<file path="src/design/dem_sky_view_factor_core_defines.svh">
// ---------------------------------------------------------------------------
// Sky view factor core: assertion macros
// Shared concurrent checks on the core clock with the active-low reset.
// ---------------------------------------------------------------------------
`ifndef DEM_SKY_VIEW_FACTOR_CORE_DEFINES_SVH
`define DEM_SKY_VIEW_FACTOR_CORE_DEFINES_SVH

// Same-cycle implication on clk_i, quiet while in reset.
`define DSVF_ASSERT_IMPL(lbl, ante, cons, msg) \
  lbl: assert property (@(posedge clk_i) disable iff (!rst_ni) (ante) |-> (cons)) \
    else $error(msg);

// Next-cycle implication on clk_i, quiet while in reset.
`define DSVF_ASSERT_NEXT(lbl, ante, cons, msg) \
  lbl: assert property (@(posedge clk_i) disable iff (!rst_ni) (ante) |=> (cons)) \
    else $error(msg);

`endif

</file>
<file path="src/design/dsvf_pkg.sv">
`timescale 1ns / 1ps
// ---------------------------------------------------------------------------
// Sky view factor package
// Shared widths, codes, defaults and the CORDIC arctangent table.
// ---------------------------------------------------------------------------
package dsvf_pkg;

  // Default grid and look limits
  localparam int DEF_MAX_ROWS  = 256;
  localparam int DEF_MAX_COLS  = 256;
  localparam int DEF_MAX_LOOKS = 64;

  // Field widths
  localparam int ELEV_W = 24;
  localparam int RISE_W = 23;   // positive rise between two Q15.8 elevations
  localparam int SKY_W  = 17;   // Q1.16 factor, up to 1.0 inclusive
  localparam int DIV_W  = 32;   // numerator width of the shared divider

  // Operation codes on tuser
  typedef enum logic {
    OP_LOAD  = 1'b0,
    OP_QUERY = 1'b1
  } op_e;

  // Register indexes
  typedef enum logic [1:0] {
    CFG_LOOK_COUNT = 2'd0,
    CFG_ROW_COUNT  = 2'd1,
    CFG_COL_COUNT  = 2'd2,
    CFG_CELL_SIZE  = 2'd3
  } cfg_idx_e;

  // Arctangent of 2^-k in 2^-16 turn
  function automatic logic [13:0] cordic_atan(input logic [3:0] k);
    logic [13:0] r;
    case (k)
      4'd0:    r = 14'd8192;
      4'd1:    r = 14'd4836;
      4'd2:    r = 14'd2555;
      4'd3:    r = 14'd1297;
      4'd4:    r = 14'd651;
      4'd5:    r = 14'd326;
      4'd6:    r = 14'd163;
      4'd7:    r = 14'd81;
      4'd8:    r = 14'd41;
      4'd9:    r = 14'd20;
      4'd10:   r = 14'd10;
      4'd11:   r = 14'd5;
      4'd12:   r = 14'd3;
      4'd13:   r = 14'd1;
      4'd14:   r = 14'd1;
      default: r = 14'd0;
    endcase
    return r;
  endfunction

endpackage

</file>
<file path="src/design/dsvf_term.sv">
`timescale 1ns / 1ps
// ---------------------------------------------------------------------------
// Open-sky term unit
// Computes round(a^2 * 2^16 / (a^2 + b^2)) for one direction's horizon,
// with a = distance * 256 and b = rise, both scaled down below 2^23.
// ---------------------------------------------------------------------------
module dsvf_term #(
  parameter int DW = 26
) (
  input  logic                         clk_i,
  input  logic                         rst_ni,
  input  logic                         start_i,
  input  logic [DW-1:0]                dist_i,
  input  logic [dsvf_pkg::RISE_W-1:0]  rise_i,
  output logic                         done_o,
  output logic [dsvf_pkg::SKY_W-1:0]   term_o
);
  import dsvf_pkg::*;

  localparam int AW  = DW + 8;
  localparam int SQW = 2 * RISE_W;
  localparam int RMW = 64;

  typedef enum logic [4:0] {
    T_IDLE = 5'b00001,
    T_NORM = 5'b00010,
    T_SQ   = 5'b00100,
    T_DEN  = 5'b01000,
    T_DIV  = 5'b10000
  } term_state_e;

  term_state_e       state_q;
  logic [AW-1:0]     a_q;
  logic [RISE_W-1:0] b_q;
  logic [SQW-1:0]    aa_q;
  logic [SQW-1:0]    bb_q;
  logic [RMW-1:0]    rem_q;
  logic [RMW-1:0]    dsh_q;
  logic [4:0]        j_q;
  logic [SKY_W-1:0]  q_q;
  logic              done_q;
  logic [SQW:0]      den;
  logic              ge;

  assign den = {1'b0, aa_q} + {1'b0, bb_q};
  assign ge  = rem_q >= dsh_q;

  // Sequencer
  always_ff @(posedge clk_i or negedge rst_ni) begin
    if (!rst_ni) begin
      state_q <= T_IDLE;
      j_q     <= '0;
      done_q  <= 1'b0;
    end else begin
      done_q <= 1'b0;
      unique case (state_q)
        T_IDLE: if (start_i) state_q <= T_NORM;
        T_NORM: if (a_q[AW-1:RISE_W] == '0) state_q <= T_SQ;
        T_SQ:   state_q <= T_DEN;
        T_DEN: begin
          j_q     <= 5'd16;
          state_q <= T_DIV;
        end
        T_DIV: begin
          j_q <= j_q - 1'b1;
          if (j_q == '0) begin
            done_q  <= 1'b1;
            state_q <= T_IDLE;
          end
        end
        default: state_q <= T_IDLE;
      endcase
    end
  end

  // Datapath: scale, square, then one quotient bit per cycle
  always_ff @(posedge clk_i) begin
    case (state_q)
      T_IDLE: begin
        a_q <= {dist_i, 8'h00};
        b_q <= rise_i;
      end
      T_NORM: begin
        if (a_q[AW-1:RISE_W] != '0) begin
          a_q <= a_q >> 1;
          b_q <= b_q >> 1;
        end
      end
      T_SQ: begin
        aa_q <= SQW'(a_q[RISE_W-1:0]) * SQW'(a_q[RISE_W-1:0]);
        bb_q <= SQW'(b_q) * SQW'(b_q);
      end
      T_DEN: begin
        rem_q <= RMW'({aa_q, 16'h0000}) + RMW'(den >> 1);
        dsh_q <= RMW'({den, 16'h0000});
        q_q   <= '0;
      end
      T_DIV: begin
        if (ge) rem_q <= rem_q - dsh_q;
        dsh_q <= dsh_q >> 1;
        q_q   <= {q_q[SKY_W-2:0], ge};
      end
      default: ;
    endcase
  end

  assign done_o = done_q;
  assign term_o = q_q;

endmodule
</file>
<file path="config.mk">
export PLATFORM = sky130hd
export DESIGN_NAME = dsvf_term
export DESIGN_NICKNAME = d
export VERILOG_FILES = /design/src/design/dem_sky_view_factor_core_defines.svh /design/src/design/dsvf_pkg.sv /design/src/design/dsvf_term.sv
export SDC_FILE = /design/constraint.sdc
export NUM_CORES = 2
export LEC_CHECK = 0
export BUFFER_PORTS_ARGS = -buffer_cell sky130_fd_sc_hd__buf_2
export CAP_MARGIN = 20
export CORE_ASPECT_RATIO = 2
export CORE_MARGIN = 10
export CORE_UTILIZATION = 55
export DETAILED_ROUTE_END_ITERATION = 8
export GPL_ROUTABILITY_DRIVEN = 0
export PLACE_DENSITY = 0.71
export SETUP_SLACK_MARGIN = 0.4
export SYNTH_ARGS = -nofsm -noshare
export SYNTH_HDL_FRONTEND = slang
export SYNTH_SLANG_ARGS = --single-unit
</file>
<file path="constraint.sdc">
create_clock -name clk_i -period 12.3 [get_ports clk_i]
set_clock_uncertainty 0.1 [all_clocks]
set_input_delay 1.23 -clock clk_i [delete_from_list [all_inputs] [get_ports clk_i]]
set_output_delay 1.23 -clock clk_i [all_outputs]
set_load 0.05 [all_outputs]
</file>
; ---- After elaboration in Yosys (flattened, before gate mapping)
; Cells that the tools add are included.
[totals]
output_inout_bits = 18
register_bits = 305
[classes]
eq_ne = 10
addsub = 4
magnitude_cmp = 1
n_reduce_logical = 8
mux = 15
n_mul = 2
[ops]
columns = cell, n
row1 = $pmux 64 s2, 2
row2 = $mul 23x23->46, 2
row3 = $pmux 34 s2, 1
row4 = $ge 64x64->1, 1
row5 = $mux 64, 1
row6 = $sub 64x64->64, 1
row7 = $add 62x46->63, 1
row8 = $add 46x46->47, 1
row9 = $pmux 23 s2, 1
row10 = $mux 34, 1
row11 = $pmux 17 s2, 1
row12 = $pmux 5 s5, 1
row13 = $mux 23, 1
row14 = $mux 5, 3
row15 = $logic_not 11->1, 1
row16 = $reduce_bool 11->1, 1
row17 = $ne 2x2->1 const B, 5
row18 = $pmux 5 s2, 1
row19 = $eq 5x1->1 const B, 1
row20 = $eq 5x2->1 const B, 1
row21 = $eq 5x3->1 const B, 1
row22 = $eq 5x4->1 const B, 1
row23 = $eq 5x5->1 const B, 1
row24 = $logic_not 5->1, 1
row25 = 5 further kinds, 8

; ---- Longest topological paths before layout
[logic_depth]
ltp_word = 3
ltp_mapped = 28

; ---- Least setup slack after synthesis
; No wires, ideal clock.
[synth_timing]
path_type = flip-flop to flip-flop
start = register state_q[4]
end = register aa_q[0], enable pin
setup_slack_ps = 1443
path_buffers = 0
t_required_ps = 11409
stages_incl_launch_ff = 3
arrival_ps = 9965
path_cell_list = dfrtp_1 > or2_2 > nor4b_1
[synth_via]
elab_chain_len = 1
[synth_lines]
columns = element, line
row1 = "start, declared", dsvf_term.sv:32  ; term_state_e state_q;
row2 = "start signal, assigned", dsvf_term.sv:51  ; state_q <= T_IDLE;
row3 = "start signal, assigned", dsvf_term.sv:57  ; T_IDLE: if (start_i) state_q <= T_NORM;
row4 = "start signal, assigned", dsvf_term.sv:58  ; T_NORM: if (a_q[AW-1:RISE_W] == '0) state_q <= T_SQ;
row5 = $eq 5x3->1, dsvf_term.sv:78  ; case (state_q)
row6 = "end signal, assigned", dsvf_term.sv:90  ; aa_q <= SQW'(a_q[RISE_W-1:0]) * SQW'(a_q[RISE_W-1:0]);
row7 = "end, declared", dsvf_term.sv:35  ; logic [SQW-1:0] aa_q;
; Every way passes these cells.
; A chain may end at the register's enable or synchronous reset.

; ---- Worst setup path in the final report
[layout_timing]
start = register b_q[9]
end = register bb_q[45] (data pin)
[layout_via]
elab_chain_len = 1
[layout_lines]
columns = element, line
row1 = "start, declared", dsvf_term.sv:34  ; logic [RISE_W-1:0] b_q;
row2 = "start signal, assigned", dsvf_term.sv:81  ; b_q <= rise_i;
row3 = "start signal, assigned", dsvf_term.sv:86  ; b_q <= b_q >> 1;
row4 = $mul 23x23->46, dsvf_term.sv:91  ; bb_q <= SQW'(b_q) * SQW'(b_q);
row5 = "end signal, assigned", dsvf_term.sv:91
row6 = "end, declared", dsvf_term.sv:36  ; logic [SQW-1:0] bb_q;
; Every way passes these cells.

==> results.md <==
Run status:
- The flow ran to the end, and the final reports show no timing, DRC or antenna violations.

Yosys:
- The post-synthesis instance total is between 5000 and 6000.
- Synthesis produced a netlist with a net count of between 6000 and 7000.
- By area, the combinational part of the netlist is dominated by adder cells.
- The synthesized design contains 302 register bits.
- Of all flip-flops after synthesis, the portion carrying an async set or reset was 3.642%.
- The distinct cell type count of the synthesized netlist is 91.
- The mapped netlist covers 49120 sq um.
- The average instance in the mapped netlist occupies between 9 and 10 sq um.
- Of the total synthesized cell area, the portion taken by full adders, half adders and majority gates is between 40 and 50%.
- The area fraction in and, or, nand and nor cells after synthesis is about an eighth.
- The synthesized netlist devotes 4.244% of its cell area to XOR and XNOR gates.
- The total number of yosys warnings is 0.
- The synthesized netlist devotes 10.73% of its cell area to compound gates.
- Multiplexer cells account for 0.5630% of the synthesized area.
- The most used flip-flop cell after synthesis is sky130_fd_sc_hd__edfxtp_1.
- Of the synthesized area, sequential elements account for 18.35%.
- The count of flip-flops with a built-in enable after synthesis is a little under 300.

Critical path:
- The cell with the most instances on the worst path is sky130_fd_sc_hd__fa_1.
- At the worst endpoint, the required time is 12.52 ns.
- The startpoint kind of the worst setup timing path is a flip-flop.
- The peak fanout along the critical path is 21.
- The endpoint class of the critical path is a flip-flop.
- On the worst path, the slowest cell contributes a delay of 0.98 ns.
- The worst setup path is of the flip-flop to flip-flop kind.
- For the worst setup path, the data arrival time is 8.19 ns.
- The total buffers and inverters traversed by the critical path is 2.
- Among all stages on the critical path, the largest delay is contributed by sky130_fd_sc_hd__edfxtp_1.
- Walking the worst path, the cells encountered are inv_1, nor2_1, fa_1, ha_1, a21oi_1, fa_1, inv_1, fa_1, fa_1, fa_1, fa_1, ha_1, a21o_1, a21oi_1, o221ai_1, a32oi_1, o211ai_1, a311oi_1, o21ai_0, a21oi_1, xnor2_1.
- The kind of cell with the highest combined delay along the critical path is adder cells.

Clock network:
- In this run the number of H-tree levels came out at 2.
- The maximum root-to-sink buffer count is 3.
- In this run, post-CTS repair resized a total of 0 instances.
- The number of clock buffers added by TritonCTS is 34.
- TritonCTS built the clock tree.
- The cts-stage hold buffer count is 0.
- The post-CTS setup-driven buffer insertion count is 0.
- The clock reaches the later pin of the worst-skew pair after 0.60 ns.
- After clock tree synthesis, the clock-pin slew on the worst setup and hold paths is about 0.070 ns.
- The clock sink count is 302.
- In this run the clock root is driven by a sky130_fd_sc_hd__clkbuf_16.

STA:
- The summed negative setup slack over all endpoints is 0 ns.
- Static timing analysis puts the maximum clock frequency at 0.1255 GHz.
- Setup repair after global routing left no endpoint under its margin.
- The worst pin sits at a relative slew slack of between 20% and 30%.
- The smallest setup slack after layout is 4.331 ns.
- Setup violations remaining at the end of the flow were counted as 0.
- The count of final hold-check violations came to 0.
- The final max-slew violation count came to 0.
- The pin slew with the least headroom to its limit is 1.128 ns.
- The post-layout minimum cycle time is around 8 ns.
- After layout, the worst path uses 64.79% of the clock period.

Floorplanning:
- In this run the vertical extent of the chip is roughly 440 um.
- The starting density of the core is about 55%.
- The floorplan step defined a core boundary enclosing a little under 90000 sq um.
- The total die area is about 100000 sq um.
- The I/O pin total is 70.
- The number of placement rows is 155.
- The x dimension of the die is roughly 230 um.

Route:
- The per-cell via count in the routed design is 5.693.
- The count of unresolved DRC violations after routing is 0.
- The routed layout has about 36000 vias.
- The detail route stage leaves a number of antenna-violating nets equal to 0.
- The first routing iteration left roughly 2000 violations.
- The mean routed wirelength per cell is 20.28 um.
- The detailed-routing iteration count for the pre-antenna-repair pass is 6.
- After detailed routing, the total wire length is roughly 130000 um.

Global routing:
- The all-layer global routing usage is between 20% and 30%.
- The maximum number of pins on one net before global-route repair is 78.
- The first global-routing pass estimated 207100 um of wire.
- The number of antenna violations at the first check in global routing was 1.
- The via count of the first global-routing pass is 39920.
- The total grt overflow is 0.

Final layout:
- For this run, the post-layout net count is 6471.
- The leading cell type in the layout, fill and taps excluded is sky130_fd_sc_hd__inv_1.
- The area of combinational cells with multiple inputs is 35430 sq um.
- In the final layout, flip-flops and latches occupy 9015 sq um.
- The fill cell instance count of the final layout is 7756.
- The post-layout utilization of the core is 58.19%.
- The relative area change from synthesis to final layout is 5.454%.
- The proportion of layout cells with a drive suffix above 1 is 4.628%.
- The library cells used most frequently in the layout, excluding fill and tap cells, are sky130_fd_sc_hd__inv_1, sky130_fd_sc_hd__fa_1, sky130_fd_sc_hd__nand2_1.

Flow run:
- The tool flagged a number of max-cap violations equal to 0.

Placement:
- The half-perimeter wire length of the detailed placement result is between 100000 and 150000 um.
- The number of port buffers is around 70.
- The pre-CTS setup slack is approximately 4.4 ns.

Hold path:
- The worst hold-check path type is flip-flop to flip-flop.
cells in the mapped netlist (13+ instances only):
master	number	area (sq um)
sky130_fd_sc_hd__o21ai_0	167	835.8
sky130_fd_sc_hd__o21a_1	26	195.2
sky130_fd_sc_hd__or3_1	14	87.58
sky130_fd_sc_hd__inv_1	1075	4035
sky130_fd_sc_hd__xor2_1	98	858.3
sky130_fd_sc_hd__and3_1	55	344.1
sky130_fd_sc_hd__nor4_1	17	106.4
sky130_fd_sc_hd__nand3_1	57	285.3
sky130_fd_sc_hd__ha_1	488	6106
sky130_fd_sc_hd__nor3_1	45	225.2
sky130_fd_sc_hd__a21oi_1	203	1016
sky130_fd_sc_hd__mux2_2	13	146.4
sky130_fd_sc_hd__fa_1	771	15430
sky130_fd_sc_hd__a211oi_1	28	210.2
sky130_fd_sc_hd__o31ai_1	14	105.1
sky130_fd_sc_hd__clkbuf_1	172	645.6
sky130_fd_sc_hd__o211ai_1	21	157.7
sky130_fd_sc_hd__and2_1	221	1383
sky130_fd_sc_hd__o21bai_1	30	225.2
sky130_fd_sc_hd__mux2i_1	13	130.1
sky130_fd_sc_hd__nand2_1	564	2117
sky130_fd_sc_hd__xnor2_1	140	1226
sky130_fd_sc_hd__nand2b_1	25	156.4
sky130_fd_sc_hd__nand4_1	31	193.9
sky130_fd_sc_hd__a21o_1	167	1254
sky130_fd_sc_hd__a31oi_1	23	143.9
sky130_fd_sc_hd__nor2b_1	37	231.5
sky130_fd_sc_hd__edfxtp_1	291	8738
sky130_fd_sc_hd__nor2_1	201	754.5
sky130_fd_sc_hd__a21boi_0	14	105.1
final timing paths:
| path | start | endpoint | slack, ns | depth (start not counted) |
|---|---|---|---|---|
| setup / recovery | b_q[9]$_DFFE_PP_ | bb_q[45]$_DFFE_PN_ | 4.33 | 21 |
| hold / removal | j_q[0]$_DFFE_PN0P_ | j_q[0]$_DFFE_PN0P_ | 0.42 | 1 |
| setup reg to reg | b_q[9]$_DFFE_PP_ | bb_q[45]$_DFFE_PN_ | 4.33 | 21 |
| hold reg to reg | j_q[0]$_DFFE_PN0P_ | j_q[0]$_DFFE_PN0P_ | 0.42 | 1 |
| max in group asynchronous | rst_ni | state_q[0]$_DFFE_PN1P_ | 11.38 | 1 |
| min in group asynchronous | rst_ni | j_q[4]$_DFFE_PN0P_ | 0.45 | 1 |
sequential cells by signal (all words and copies together) (netlist names):
signal / flops
a_q: 34
aa_q: 45
b_q: 23
bb_q: 45
done_o: 1
dsh_q: 63
j_q: 5
rem_q: 64
state_q: 5
term_o: 17
stage by stage:
stage               cell area, sq um  cells  hold slack [ns]
floorplan                      49120   5186           0.3738
CTS                            51770   6362           0.4281
global route                   51790   6363           0.4494
detailed placement             50640   6300           0.4194
finish                         51800   6364           0.4186
global placement               50640   6300           0.4087
kinds of logic after synthesis:
logic type,Yosys count
buffers and inverters,1253
adder cells (fa/ha/maj),1259
flip-flops,302
AND/OR/NAND/NOR,1310
XOR/XNOR,238
AO/OA/AOI/OAI,798
multiplexers,26
area by class of cell:
class                           count  share of cell area [%]
Antenna cell                        1                0.004831
Inverter                         1076                   7.800
Tap cell                         1177                   2.843
Timing Repair Buffer              115                   1.372
Sequential cell                   302                   17.40
Clock inverter                     24                  0.4976
Multi-Input combinational cell   3631                   68.41
Clock buffer                       38                   1.672
per-layer routing:
metal / part of all wire (%) / global-route usage (%) / routed length, um / up-vias
li1: - / - / - / 16560
met5: 0 / 0 / 0 / -
met2: 53 / 47.45 / 68580 / 1104
met3: 4.1 / 3.105 / 5343 / 510
met1: 34 / 25.58 / 43280 / 18060
met4: 9.2 / 19.89 / 11850 / 0
Power is not shown: default switching activity piles up to over one toggle a cycle in this logic, so the estimate is an artifact.
