`config.mk`:
```
export PLATFORM = sky130hd
export DESIGN_NAME = dsvf_div
export DESIGN_NICKNAME = d
export VERILOG_FILES = /design/src/design/dem_sky_view_factor_core_defines.svh /design/src/design/dsvf_pkg.sv /design/src/design/dsvf_div.sv
export SDC_FILE = /design/constraint.sdc
export NUM_CORES = 1
export LEC_CHECK = 0
export ABC_AREA = 1
export BUFFER_PORTS_ARGS = -buffer_cell sky130_fd_sc_hd__buf_2
export CAP_MARGIN = 20
export CELL_PAD_IN_SITES_DETAIL_PLACEMENT = 0
export CELL_PAD_IN_SITES_GLOBAL_PLACEMENT = 1
export CORE_UTILIZATION = 41
export DETAILED_ROUTE_END_ITERATION = 8
export PLACE_DENSITY = 0.82
export SETUP_SLACK_MARGIN = 0.15
export SLEW_MARGIN = 25
export SYNTH_ARGS = -nofsm -noshare
export SYNTH_HDL_FRONTEND = slang
export SYNTH_SLANG_ARGS = --single-unit
```
`constraint.sdc`:
```
create_clock -name clk_i -period 4.8 [get_ports clk_i]
set_clock_uncertainty 0.15 [all_clocks]
set_input_delay 0.96 -clock clk_i [delete_from_list [all_inputs] [get_ports clk_i]]
set_output_delay 0.96 -clock clk_i [all_outputs]
set_load 0.01 [all_outputs]
```
`src/design/dem_sky_view_factor_core_defines.svh`:
```
// ---------------------------------------------------------------------------
// Sky view factor core: assertion macros
// Shared concurrent checks on the core clock with the active-low reset.
// ---------------------------------------------------------------------------
`ifndef DEM_SKY_VIEW_FACTOR_CORE_DEFINES_SVH
`define DEM_SKY_VIEW_FACTOR_CORE_DEFINES_SVH

// Same-cycle implication on clk_i, quiet while in reset.
`define DSVF_ASSERT_IMPL(lbl, ante, cons, msg) \
  lbl: assert property (@(posedge clk_i) disable iff (!rst_ni) (ante) |-> (cons)) \
    else $error(msg);

// Next-cycle implication on clk_i, quiet while in reset.
`define DSVF_ASSERT_NEXT(lbl, ante, cons, msg) \
  lbl: assert property (@(posedge clk_i) disable iff (!rst_ni) (ante) |=> (cons)) \
    else $error(msg);

`endif

```
`src/design/dsvf_pkg.sv`:
```
`timescale 1ns / 1ps
// ---------------------------------------------------------------------------
// Sky view factor package
// Shared widths, codes, defaults and the CORDIC arctangent table.
// ---------------------------------------------------------------------------
package dsvf_pkg;

  // Default grid and look limits
  localparam int DEF_MAX_ROWS  = 256;
  localparam int DEF_MAX_COLS  = 256;
  localparam int DEF_MAX_LOOKS = 64;

  // Field widths
  localparam int ELEV_W = 24;
  localparam int RISE_W = 23;   // positive rise between two Q15.8 elevations
  localparam int SKY_W  = 17;   // Q1.16 factor, up to 1.0 inclusive
  localparam int DIV_W  = 32;   // numerator width of the shared divider

  // Operation codes on tuser
  typedef enum logic {
    OP_LOAD  = 1'b0,
    OP_QUERY = 1'b1
  } op_e;

  // Register indexes
  typedef enum logic [1:0] {
    CFG_LOOK_COUNT = 2'd0,
    CFG_ROW_COUNT  = 2'd1,
    CFG_COL_COUNT  = 2'd2,
    CFG_CELL_SIZE  = 2'd3
  } cfg_idx_e;

  // Arctangent of 2^-k in 2^-16 turn
  function automatic logic [13:0] cordic_atan(input logic [3:0] k);
    logic [13:0] r;
    case (k)
      4'd0:    r = 14'd8192;
      4'd1:    r = 14'd4836;
      4'd2:    r = 14'd2555;
      4'd3:    r = 14'd1297;
      4'd4:    r = 14'd651;
      4'd5:    r = 14'd326;
      4'd6:    r = 14'd163;
      4'd7:    r = 14'd81;
      4'd8:    r = 14'd41;
      4'd9:    r = 14'd20;
      4'd10:   r = 14'd10;
      4'd11:   r = 14'd5;
      4'd12:   r = 14'd3;
      4'd13:   r = 14'd1;
      4'd14:   r = 14'd1;
      default: r = 14'd0;
    endcase
    return r;
  endfunction

endpackage

```
`src/design/dsvf_div.sv`:
```
`timescale 1ns / 1ps
// ---------------------------------------------------------------------------
// Serial divider
// Restoring unsigned division, one quotient bit per cycle, MSB first.
// ---------------------------------------------------------------------------
module dsvf_div #(
  parameter int NW  = dsvf_pkg::DIV_W,
  parameter int DVW = 7
) (
  input  logic           clk_i,
  input  logic           rst_ni,
  input  logic           start_i,
  input  logic [NW-1:0]  num_i,
  input  logic [DVW-1:0] den_i,
  output logic           done_o,
  output logic [NW-1:0]  quo_o
);

  localparam int CNT_W = $clog2(NW + 1);

  logic             busy_q;
  logic [CNT_W-1:0] cnt_q;
  logic [NW-1:0]    n_q;
  logic [DVW-1:0]   rem_q;
  logic [DVW-1:0]   den_q;
  logic             done_q;
  logic [DVW:0]     trial;
  logic             ge;

  // Trial subtract of the divisor from the partial remainder
  assign trial = {rem_q, n_q[NW-1]};
  assign ge    = trial >= {1'b0, den_q};

  // Control
  always_ff @(posedge clk_i or negedge rst_ni) begin
    if (!rst_ni) begin
      busy_q <= 1'b0;
      cnt_q  <= '0;
      done_q <= 1'b0;
    end else begin
      done_q <= 1'b0;
      if (start_i) begin
        busy_q <= 1'b1;
        cnt_q  <= CNT_W'(NW);
      end else if (busy_q) begin
        cnt_q <= cnt_q - 1'b1;
        if (cnt_q == CNT_W'(1)) begin
          busy_q <= 1'b0;
          done_q <= 1'b1;
        end
      end
    end
  end

  // Datapath: numerator shifts out as quotient bits shift in
  always_ff @(posedge clk_i) begin
    if (start_i) begin
      n_q   <= num_i;
      rem_q <= '0;
      den_q <= den_i;
    end else if (busy_q) begin
      n_q   <= {n_q[NW-2:0], ge};
      rem_q <= ge ? DVW'(trial - {1'b0, den_q}) : DVW'(trial);
    end
  end

  assign done_o = done_q;
  assign quo_o  = n_q;

endmodule

```
Word level (Yosys, flattened, before mapping)
Cells that the tools add are included.
{"block": "word_totals", "latchBits": 0, "mem_bits_ro": 0, "word_cells": 22, "memories": 0, "input_bits": 42, "out_inout_bits": 33, "ramBits": 0, "reg_bits": 54}
{"block": "classes", "shifts": 0, "n_bitwise": 0, "n_mux": 11, "reduce_logical": 1, "addsub": 2, "n_lt_le_gt_ge": 1, "mul": 0, "n_eq_ne": 1, "div_mod_pow": 0}
{"cell": "two-way mux 32 bit", "n": 2}
{"cell": "two-way mux 6 bit", "n": 2}
{"cell": "greater-or-equal comparator 8 x 7 -> 1 bit", "n": 1}
{"cell": "two-way mux 7 bit", "n": 1}
{"cell": "subtractor 7 bit", "n": 1}
{"cell": "== test 6 x 1 -> 1 bit, second input constant", "n": 1}
{"cell": "two-way mux 1 bit", "n": 6}
{"cell": "subtractor 6 x 1 -> 6 bit, second input constant", "n": 1}
{"cell": "nonzero test 2 bit", "n": 1}

Longest topological paths before layout
Gate-level depths: netlist (run 1).
{"block": "depth", "ltp_word": 4, "mapped_depth": 11, "ltp_nobuf": 11}

Worst setup path after synthesis (run 1)
Ideal clock, no wire load.
{"block": "synth_timing", "kind": "input to register", "startpoint": "input port start_i", "endpoint": "register n_q[0], in the netlist quo_o[0], enable pin", "setup_slack_ns": 2.379, "t_arrival_ns": 1.883, "path_buffers": 1, "t_required_ns": 4.262, "stages": 3, "cell_sequence": "buf_2 -> nor2_2 -> inv_1"}
{"block": "synth_via", "elab_chain_len": 1}
{"element": "start: declaration", "line": "dsvf_div.sv:12", "text": "input logic start_i,"}
{"element": "nonzero test 2 bit (no line)"}
{"element": "end signal: assignment", "line": "dsvf_div.sv:58", "text": "n_q <= num_i;"}
{"element": "end signal: assignment", "line": "dsvf_div.sv:62", "text": "n_q <= {n_q[NW-2:0], ge};"}
{"element": "end: declaration", "line": "dsvf_div.sv:23", "text": "logic [NW-1:0] n_q;"}
Every way passes these cells.
A chain may end at the register's enable or synchronous reset.

Final worst setup path (run 1)
{"block": "layout_timing", "startpoint": "input port start_i", "endpoint": "register n_q[5], in the netlist quo_o[5], enable pin"}
The elaborated chain is that of the path after synthesis.

==> summary.md, run 1 <==
| Metric | Value |
|---|---|
| Number of CTS-inserted buffers | 5 |
| Maximum clock path buffer count | 2 |
| Via count | about 2,200 |
| Dpl hpwl | 4.10 mm |
| Final WL | 5.63 mm |
| Sequential share of the synthesized area | 0.568 |
| Antenna violations before repair | 0 |
| Most frequent cells in the layout | nand2_1 (141), buf_2 (74), edfxtp_1 (39), inv_1 (30), nand3_1 (20) |
| Setup violators final | 0 |
| Syn_nets | roughly 350 |
| Die ar. | between 6000 and 7000 sq um |
| Clk pin slew, worst setup/hold paths | roughly 0.10 ns |
| Post CTS Setup Buffer Count | 0 |
| Worst vdd ir | around 0.20 mV |
| Layout cells sized above 1 | 0.247 |
| H-tree levels | 2 |
| Post-Syn Area per Cell | between 8 and 9 sq um |
| Max_slew headroom | 0.596 |
| Final cell utilization of the core | 0.525 |
| Clock tree sinks | 54 |
| Kind of critical path | in2reg |
| Num rows | 28 |
| Core Area | approximately 6000 sq um |
| Initial DRC count | 139 |
| RSZ-0062 raised after global routing | false |
| Yosys reg bits | 54 |
| GP Congestion | 0.785 |
| Crit path capture type | register |
| Vias in the first global route | ~2,000 |
| Chip width | 82.5 microns |
| # diodes | 0 |
| Commonest non-fill, non-tap cell in the layout | nand2_1 |
| Fmax | about 390 MHz |
| Final worst path period share | 0.541 |
| Overflow after GRT | 0 |
| Clock latency on the worst-skew pair | 0.30 ns |
| Post-CTS sizing | 0 |
| Largest net degree at the start of global routing | 43 |
| Cell Area, Synth | 2660 sq um |
| Post-route ant nets | 0 |
| Root Buffer | clkbuf_8 |
| Pwr dens | 435 nW/um^2 |
| Nets | roughly 430 |
| Worst EP required | ~4.6 ns |
| WL/cell | approximately 12 microns |
| Die Ht | 82.5 microns |
| Worst min-delay path class | in2async |
| Initial Util | 0.436 |
| Crit path DAT | 2.44 ns |
| Max-slew violation count | 0 |
| Hold WS | approximately 0.33 ns |
| Final Hold Viols | 0 |
| Total power draw | around 1.4 mW |
| Max FO, Critical Path | 42 |
| Status | completed |
| Synth cell types | 29 |
| P_leak | 1.67 nW |
| I/O pins | 75 |
| Via-to-Cell Ratio | ~4.8 |
| Wire length of the first global-routing pass | between 9 and 10 mm |
| Slew of the pin with the lowest slew margin | 0.605 ns |
| Drt pass-1 iters | 4 |
| DRC violations left | 0 |
| Cells after synthesis | 300 |
| Min Clock Period, post-route | ~2.6 ns |
| CTS tree | done |
| Area Overhead vs Synth | 20.3% |
| Gr usage total | 0.179 |
| Synthesis Warnings | 0 |
| Sum Neg Setup Slack | 0 ns |
| Port Buffers | 74 |
| CP startpoint kind | input port |
| Cts hold-fix bufs | 0 |
| Max_cap viols | 0 |
metrics by stage:
| step | instances | area, sq um | worst slack [ns] |
|---|---|---|---|
| 2_1_floorplan | 300 | 2660 | 2.38 |
| 3_3_place_gp | 443 | 3100 | 1.90 |
| 3_5_place_dp | 443 | 3100 | 1.86 |
| 4_1_cts | 451 | 3200 | 2.18 |
| 5_1_grt | 451 | 3200 | 2.07 |
| 6_report | 451 | 3200 | 2.20 |
worst paths after layout:
kind,cells after the start,slack (ns),from,end
max reg2reg,11,2.68,quo_o[31]$_DFFE_PP_,rem_q[5]$_SDFFE_PP0P_
max,5,2.20,start_i,quo_o[5]$_DFFE_PP_
min reg2reg,2,0.33,rem_q[6]$_SDFFE_PP0P_,rem_q[6]$_SDFFE_PP0P_
max in group asynchronous,1,3.99,rst_ni,busy_q$_DFF_PN0_
min,1,0.33,rst_ni,cnt_q[3]$_DFFE_PN0P_
min in group clk_i,2,0.33,rem_q[6]$_SDFFE_PP0P_,rem_q[6]$_SDFFE_PP0P_
where the power goes:
| group | internal [mW] | total, mW | switching (mW) |
|---|---|---|---|
| combinational | 0.193 | 0.485 | 0.292 |
| sequential | 0.586 | 0.641 | 0.0551 |
| clock | 0.116 | 0.265 | 0.149 |
| total | 0.896 | 1.39 | 0.496 |
critical path, cell delays in order:
cell and delay (ns):
buf_2 0.08, buf_4 0.38, nor2_2 0.16, inv_1 0.44, buf_4 0.38
cell usage after synthesis (all sizes together):
| master | n | area share |
|---|---|---|
| nand2 | 141 | 0.20 |
| edfxtp | 39 | 0.44 |
| inv | 33 | 0.047 |
| nand3 | 21 | 0.044 |
| ha | 9 | 0.042 |
| dfrtp | 8 | 0.075 |
| dfxtp | 7 | 0.053 |
| nor2 | 7 | 0.012 |
| a21oi | 5 | 0.014 |
| buf | 5 | 0.0089 |
| o21ai | 5 | 0.011 |
| nand3b | 4 | 0.011 |
| clkbuf | 3 | 0.0042 |
| nand4 | 3 | 0.0071 |
| nor3 | 3 | 0.0056 |
| a31oi | 1 | 0.0024 |
| fa | 1 | 0.0075 |
| nor4 | 1 | 0.0047 |
| o22ai | 1 | 0.0024 |
| or2 | 1 | 0.0024 |
| xnor2 | 1 | 0.0033 |
| xor2 | 1 | 0.0033 |
flip-flops by register name, summed over array words and instances (netlist names):
| name | cells |
|---|---|
| cnt_q | 6 |
| rem_q | 7 |
| quo_o | 32 |
| busy_q | 1 |
| done_o | 1 |
| den_q | 7 |
per-layer routing:
metal | global-route usage | vias up | routed length (microns) | share of wire
met5 | 0 | - | 0 | 0
met4 | 0.0414 | 0 | 51 | 0.0091
met2 | 0.288 | 63 | 2560 | 0.45
met1 | 0.249 | 996 | 2690 | 0.48
met3 | 0.0352 | 6 | 323 | 0.057
li1 | - | 1112 | - | -
final cells by class:
type / instances / area [sq um]
Tap cell: 75 / 93.8
Inverter: 33 / 124
Multi-Input combinational cell: 205 / 988
Clock buffer: 6 / 82.6
Timing Repair Buffer: 76 / 385
Fill cell: 608 / 2900
Clock inverter: 2 / 12.5
Sequential cell: 54 / 1510
cells by family after synthesis:
group	synth area share
buffers and inverters	0.0598
XOR/XNOR	0.00659
adder cells (fa/ha/maj)	0.0499
AND/OR/NAND/NOR	0.286
flip-flops	0.568
AO/OA/AOI/OAI	0.0292
No activity file was read; power rests on OpenSTA's default activity.
==> run 2, diff against run 1 <==
--- a/config.mk
+++ b/config.mk
@@ -10,9 +10,9 @@
 export CAP_MARGIN = 20
 export CELL_PAD_IN_SITES_DETAIL_PLACEMENT = 0
 export CELL_PAD_IN_SITES_GLOBAL_PLACEMENT = 1
-export CORE_UTILIZATION = 41
+export CORE_UTILIZATION = 34
 export DETAILED_ROUTE_END_ITERATION = 8
-export PLACE_DENSITY = 0.82
+export PLACE_DENSITY = 0.73
 export SETUP_SLACK_MARGIN = 0.15
 export SLEW_MARGIN = 25
 export SYNTH_ARGS = -nofsm -noshare
==> constraint.sdc (replaced) <==
create_clock -name clk_i -period 2.24 [get_ports clk_i]
set_clock_uncertainty 0.15 [all_clocks]
set_input_delay 0.448 -clock clk_i [delete_from_list [all_inputs] [get_ports clk_i]]
set_output_delay 0.448 -clock clk_i [all_outputs]
set_load 0.01 [all_outputs]
==> summary.md, run 2 (synthesis gave the netlist of run 1 again) <==
| Metric | Value |
|---|---|
| Status | completed |
| Most frequent cells in the layout | nand2_1 (139), buf_2 (74), edfxtp_1 (39), inv_1 (30), nand3_1 (20) |
| Root Buffer | clkbuf_8 |
| Vias in the first global route | approximately 2,100 |
| Final WL | slightly below 6 mm |
| HP Start | den_i[4] |
| Crit path DAT | between 1.5 and 2 ns |
| Initial DRC count | between 100 and 150 |
| I/O pins | 75 |
| Clock latency on the worst-skew pair | roughly 0.3 ns |
| Area Overhead vs Synth | 24.8% |
| Clock tree sinks | 54 |
| Finished Cell Area | between 3000 and 4000 sq um |
| Max stage delay on crit path | ~0.36 ns |
| DRC violations left | 0 |
| Commonest non-fill, non-tap cell in the layout | nand2_1 |
| Critical path cell sequence | inv_1 -> ha_2 -> fa_2 -> inv_1 -> nand3_1 -> nand2_2 -> nand2_2 -> nand3_4 -> nand3_1 -> nand3_1 -> nand2_1 |
| Fmax | approximately 520 MHz |
| Port Buffers | between 70 and 80 |
| CTS tree | done |
| Hold path cells | 1 |
| Die Ht | around 90 microns |
| Final worst setup slack | ~0.33 ns |
| Clk pin slew, worst setup/hold paths | roughly 0.090 ns |
| H-tree levels | 2 |
| CP max-delay cell | edfxtp_1 |
| Initial Util | 0.359 |
| Via-to-Cell Ratio | 4.49 |
| P_leak | ~1.7 nW |
| Via count | about 2,200 |
| Setup slack at placement | 0.207 ns |
| Overflow after GRT | 0 |
| Max reg flops | 32 |
| Pwr dens | ~940 nW/um^2 |
| Capture point of the worst reg-to-reg path | rem_q[5]$_SDFFE_PP0P_ |
| WL/cell | ~12 microns |
| Dpl hpwl | between 4 and 5 mm |
| RSZ-0062 raised after global routing | false |
| Gr usage total | 0.156 |
| Non-filler cells, final | 480 |
| Min Clock Period, post-route | 1.91 ns |
| Hold WS | 0.177 ns |
| Core Area | 7410 sq um |
| Max FO, Critical Path | 7 |
| Nets | 432 |
| Num rows | 31 |
| Max_slew headroom | 0.723 |
| Sum Neg Setup Slack | 0 ns |
| R2R Setup Slk | 0.33 ns |
| Worst min-delay path class | in2reg |
| Final Hold Viols | 0 |
| Final worst path period share | 0.854 |
| Hold endpoint | den_q[4]$_DFFE_PP_ |
| Antenna violations before repair | 0 |
| Drt pass-1 iters | 4 |
| GP Congestion | between 0.7 and 0.8 |
| Crit-path leading delay family | simple AND/OR/NAND/NOR gates |
| Most frequent CP cell | nand3_1 |
| Max_cap viols | 0 |
| Post-route ant nets | 0 |
| Worst vdd ir | a little under 0.4 mV |
| Number of CTS-inserted buffers | 5 |
| Kind of critical path | reg2reg |
| Placed cell count | 470 |
| RR Startpoint | quo_o[31]$_DFFE_PP_ |
| WP buf/inv | 2 |
| Worst R2R Path Depth | 11 |
| Setup violators final | 0 |
| CP startpoint kind | register |
| Post-DP Area | roughly 3200 sq um |
| Maximum clock path buffer count | 2 |
| Layout cells sized above 1 | 0.262 |
| Chip width | between 90 and 100 microns |
| # diodes | 0 |
| Largest net degree at the start of global routing | 29 |
| Crit path capture type | register |
| Max-slew violation count | 0 |
| Die ar. | 8180 sq um |
| Slew of the pin with the lowest slew margin | between 0.4 and 0.5 ns |
| Launch point of the critical path | quo_o[31]$_DFFE_PP_ |
| Wire length of the first global-routing pass | a little over 10 mm |
| Worst EP required | around 2.3 ns |
-- run 2: routing by layer --
| metal | global-route usage | share of wire | up-vias |
|---|---|---|---|
| met1 | 0.218 | 0.49 | 965 |
| li1 | - | - | 1121 |
| met3 | 0.0387 | 0.064 | 6 |
| met5 | 0 | 0 | - |
| met2 | 0.242 | 0.44 | 63 |
| met4 | 0.0363 | 0.010 | 0 |
-- run 2: stage by stage --
step                       util  total power, mW
final                     0.448             3.12
after global routing      0.448             3.37
after CTS                 0.445             3.11
after detailed placement  0.428             2.44
after global placement    0.428             2.44
after floorplan               -             2.13
-- run 2: cell type report --
cell class,count,area [sq um]
Clock buffer,7,86.3
Clock inverter,1,30.0
Fill cell,729,4090
Inverter,33,124
Multi-Input combinational cell,205,1010
Sequential cell,54,1510
Tap cell,99,124
Timing Repair Buffer,81,438
-- run 2: worst reg2reg max path: stages, from the launching register on --
cell and delay [ns]:
edfxtp_1 0.36, inv_1 0.06, ha_2 0.19, fa_2 0.35, inv_1 0.08, nand3_1 0.08, nand2_2 0.13, nand2_2 0.08
nand3_4 0.11, nand3_1 0.10, nand3_1 0.08, nand2_1 0.05
-- run 2: power breakdown --
group	switching, mW	internal (mW)	leakage, nW
Clock	0.302	0.365	0.0585
Combinational	0.647	0.429	1.08
Sequential	0.119	1.26	0.574
-- run 2: repair_timing --
action	CTS	global route
setup endpoints to repair	0	8
gates resized for setup	0	5
buffers inserted	0	1
hold endpoints to repair	8	0
hold buffers	1	0
-- run 2: how the worst max path moves through the flow --
stage | endpoint | depth (start not counted)
floorplan | rem_q[5]$_SDFFE_PP0P_ | 11
global placement | quo_o[0]$_DFFE_PP_ | 8
detailed placement | rem_q[5]$_SDFFE_PP0P_ | 11
CTS | rem_q[5]$_SDFFE_PP0P_ | 11
global route | rem_q[5]$_SDFFE_PP0P_ | 9
finish | rem_q[5]$_SDFFE_PP0P_ | 11
==> run 3, diff against run 2 <==
--- a/config.mk
+++ b/config.mk
@@ -6,15 +6,15 @@
 export NUM_CORES = 1
 export LEC_CHECK = 0
 export ABC_AREA = 1
-export BUFFER_PORTS_ARGS = -buffer_cell sky130_fd_sc_hd__buf_2
 export CAP_MARGIN = 20
 export CELL_PAD_IN_SITES_DETAIL_PLACEMENT = 0
 export CELL_PAD_IN_SITES_GLOBAL_PLACEMENT = 1
-export CORE_UTILIZATION = 34
+export CORE_UTILIZATION = 42
 export DETAILED_ROUTE_END_ITERATION = 8
+export DONT_BUFFER_PORTS = 1
 export PLACE_DENSITY = 0.73
+export REMOVE_ABC_BUFFERS = 1
 export SETUP_SLACK_MARGIN = 0.15
-export SLEW_MARGIN = 25
 export SYNTH_ARGS = -nofsm -noshare
 export SYNTH_HDL_FRONTEND = slang
 export SYNTH_SLANG_ARGS = --single-unit
==> summary.md, run 3 (synthesis gave the netlist of run 1 again) <==
| Metric | Value |
|---|---|
| Via count | around 1,900 |
| Root Buffer | clkbuf_8 |
| Number of CTS-inserted buffers | 5 |
| Post-route ant nets | 0 |
| Area Overhead vs Synth | 9.60% |
| H-tree levels | 2 |
| Nets | about 360 |
| Gr usage total | 0.161 |
| Dpl hpwl | roughly 3.6 mm |
| Clock tree sinks | 54 |
| Final Hold Viols | 0 |
| Capture point of the worst reg-to-reg path | rem_q[5]$_SDFFE_PP0P_ |
| CP startpoint kind | register |
| Port Buffers | 0 |
| RR Startpoint | quo_o[31]$_DFFE_PP_ |
| CTS tree | done |
| Finished Cell Area | 2910 sq um |
| Wire length of the first global-routing pass | 8.07 mm |
| Drt pass-1 iters | 4 |
| Crit path DAT | slightly above 2 ns |
| Post-DP Area | 2750 sq um |
| Die Ht | 81.6 microns |
| Max FO, Critical Path | 7 |
| P_leak | roughly 1.4 nW |
| Initial DRC count | slightly above 60 |
| Final cell utilization of the core | 0.484 |
| Max-slew violation count | 0 |
| R2R Setup Slk | ~0.27 ns |
| RSZ-0062 raised after global routing | false |
| Max_cap viols | 0 |
| Met3 usage | 0.0478 |
| Die ar. | 6650 sq um |
| HP Start | den_i[4] |
| Max_slew headroom | 0.737 |
| Met1 global-route usage | 0.214 |
| Clock latency on the worst-skew pair | roughly 0.30 ns |
| Setup slack at placement | 0.163 ns |
| Status | completed |
| Crit path capture type | register |
| Overflow after GRT | 0 |
| # diodes | 0 |
| DRC violations left | 0 |
| Num rows | 28 |
| Via-to-Cell Ratio | 4.96 |
| Register area | between 1500 and 2000 sq um |
| Commonest non-fill, non-tap cell in the layout | nand2_1 |
| Vias in the first global route | approximately 1,700 |
| Pwr dens | 1020 nW/um^2 |
| Min Clock Period, post-route | about 2.0 ns |
| Fmax | roughly 510 MHz |
| Fillcell total | 600 |
| Hold WS | just under 0.09 ns |
| Worst vdd ir | about 0.43 mV |
| Grt peak-use layer | met2 |
| Setup violators final | 0 |
| Worst R2R Path Depth | 11 |
| WL/cell | between 10 and 15 microns |
| Clk pin slew, worst setup/hold paths | around 0.09 ns |
| Area occupied by multi-input gates | ~1000 sq um |
| Largest net degree at the start of global routing | 43 |
| Layout cells sized above 1 | 0.0882 |
| Max reg flops | 32 |
| Initial Util | 0.441 |
| Worst min-delay path class | in2reg |
| I/O pins | 75 |
| Maximum clock path buffer count | 2 |
| Worst EP required | about 2.3 ns |
| Sum Neg Setup Slack | 0 ns |
| Kind of critical path | reg2reg |
| Antenna violations before repair | 0 |
| Final worst path period share | 0.879 |
| Met2 GRT Util | 0.249 |
| GP Congestion | between 0.7 and 0.8 |
| Final worst setup slack | between 0.2 and 0.3 ns |
| Core Area | 6030 sq um |
| Final WL | 5.05 mm |
| Slew of the pin with the lowest slew margin | between 0.3 and 0.4 ns |
| Chip width | 81.6 microns |
| Hold endpoint | den_q[4]$_DFFE_PP_ |
| Hold path cells | 0 |
| Most frequent cells in the layout | nand2_1 (138), edfxtp_1 (39), inv_1 (28), nand3_1 (20) |
## run 3: report_power, final
| part | switching [mW] | internal (mW) | total, mW |
|---|---|---|---|
| Combinational | 0.546 | 0.368 | 0.913 |
| Sequential | 0.163 | 1.26 | 1.42 |
| Clock | 0.311 | 0.331 | 0.642 |
| Total | 1.02 | 1.96 | 2.98 |
## run 3: layout make-up
cell class,count,share of cell area
clock inverter,2,0.0116
timing repair buffer,6,0.0206
clock buffer,6,0.0249
inverter,33,0.0425
sequential,54,0.519
multi-input combinational,205,0.350
tap,75,0.0322
## run 3: worst max-delay path by stage
stage,slack (ns),cells past startpoint,start,endpoint
6_report,0.27,11,quo_o[31]$_DFFE_PP_,rem_q[5]$_SDFFE_PP0P_
5_1_grt,0.14,11,quo_o[31]$_DFFE_PP_,rem_q[6]$_SDFFE_PP0P_
4_1_cts,0.16,11,quo_o[31]$_DFFE_PP_,rem_q[5]$_SDFFE_PP0P_
3_5_place_dp,0.16,11,quo_o[31]$_DFFE_PP_,rem_q[5]$_SDFFE_PP0P_
3_3_place_gp,0.21,11,quo_o[31]$_DFFE_PP_,rem_q[5]$_SDFFE_PP0P_
2_1_floorplan,0.32,11,quo_o[31]$_DFFE_PP_,rem_q[5]$_SDFFE_PP0P_
## run 3: metal layers
| layer | up-vias | wire [microns] |
|---|---|---|
| met1 | 858 | 2360 |
| met4 | 0 | 70 |
| li1 | 972 | - |
| met2 | 54 | 2270 |
| met5 | - | 0 |
| met3 | 7 | 354 |
## run 3: stage by stage
| step | instances | power, mW |
|---|---|---|
| after floorplan | 292 | 2.12 |
| after global placement | 370 | 2.33 |
| after detailed placement | 370 | 2.31 |
| after CTS | 379 | 2.97 |
| after global routing | 381 | 3.20 |
| final | 381 | 2.98 |
## run 3: timing repair
| action | CTS | global route |
|---|---|---|
| hold buffers | 1 | 0 |
| setup endpoints to repair | 0 | 8 |
| hold endpoints to repair | 8 | 0 |
| gates resized for setup | 0 | 9 |
| setup buffers | 0 | 2 |
## run 3: critical path: stages (launching register included)
cell      delay [ns]
edfxtp_1        0.43
inv_2           0.08
ha_4            0.17
fa_2            0.39
inv_2           0.06
nand3_1         0.07
nand2_2         0.13
nand2_2         0.08
nand3_4         0.11
nand3_1         0.09
nand3_1         0.08
nand2_1         0.04
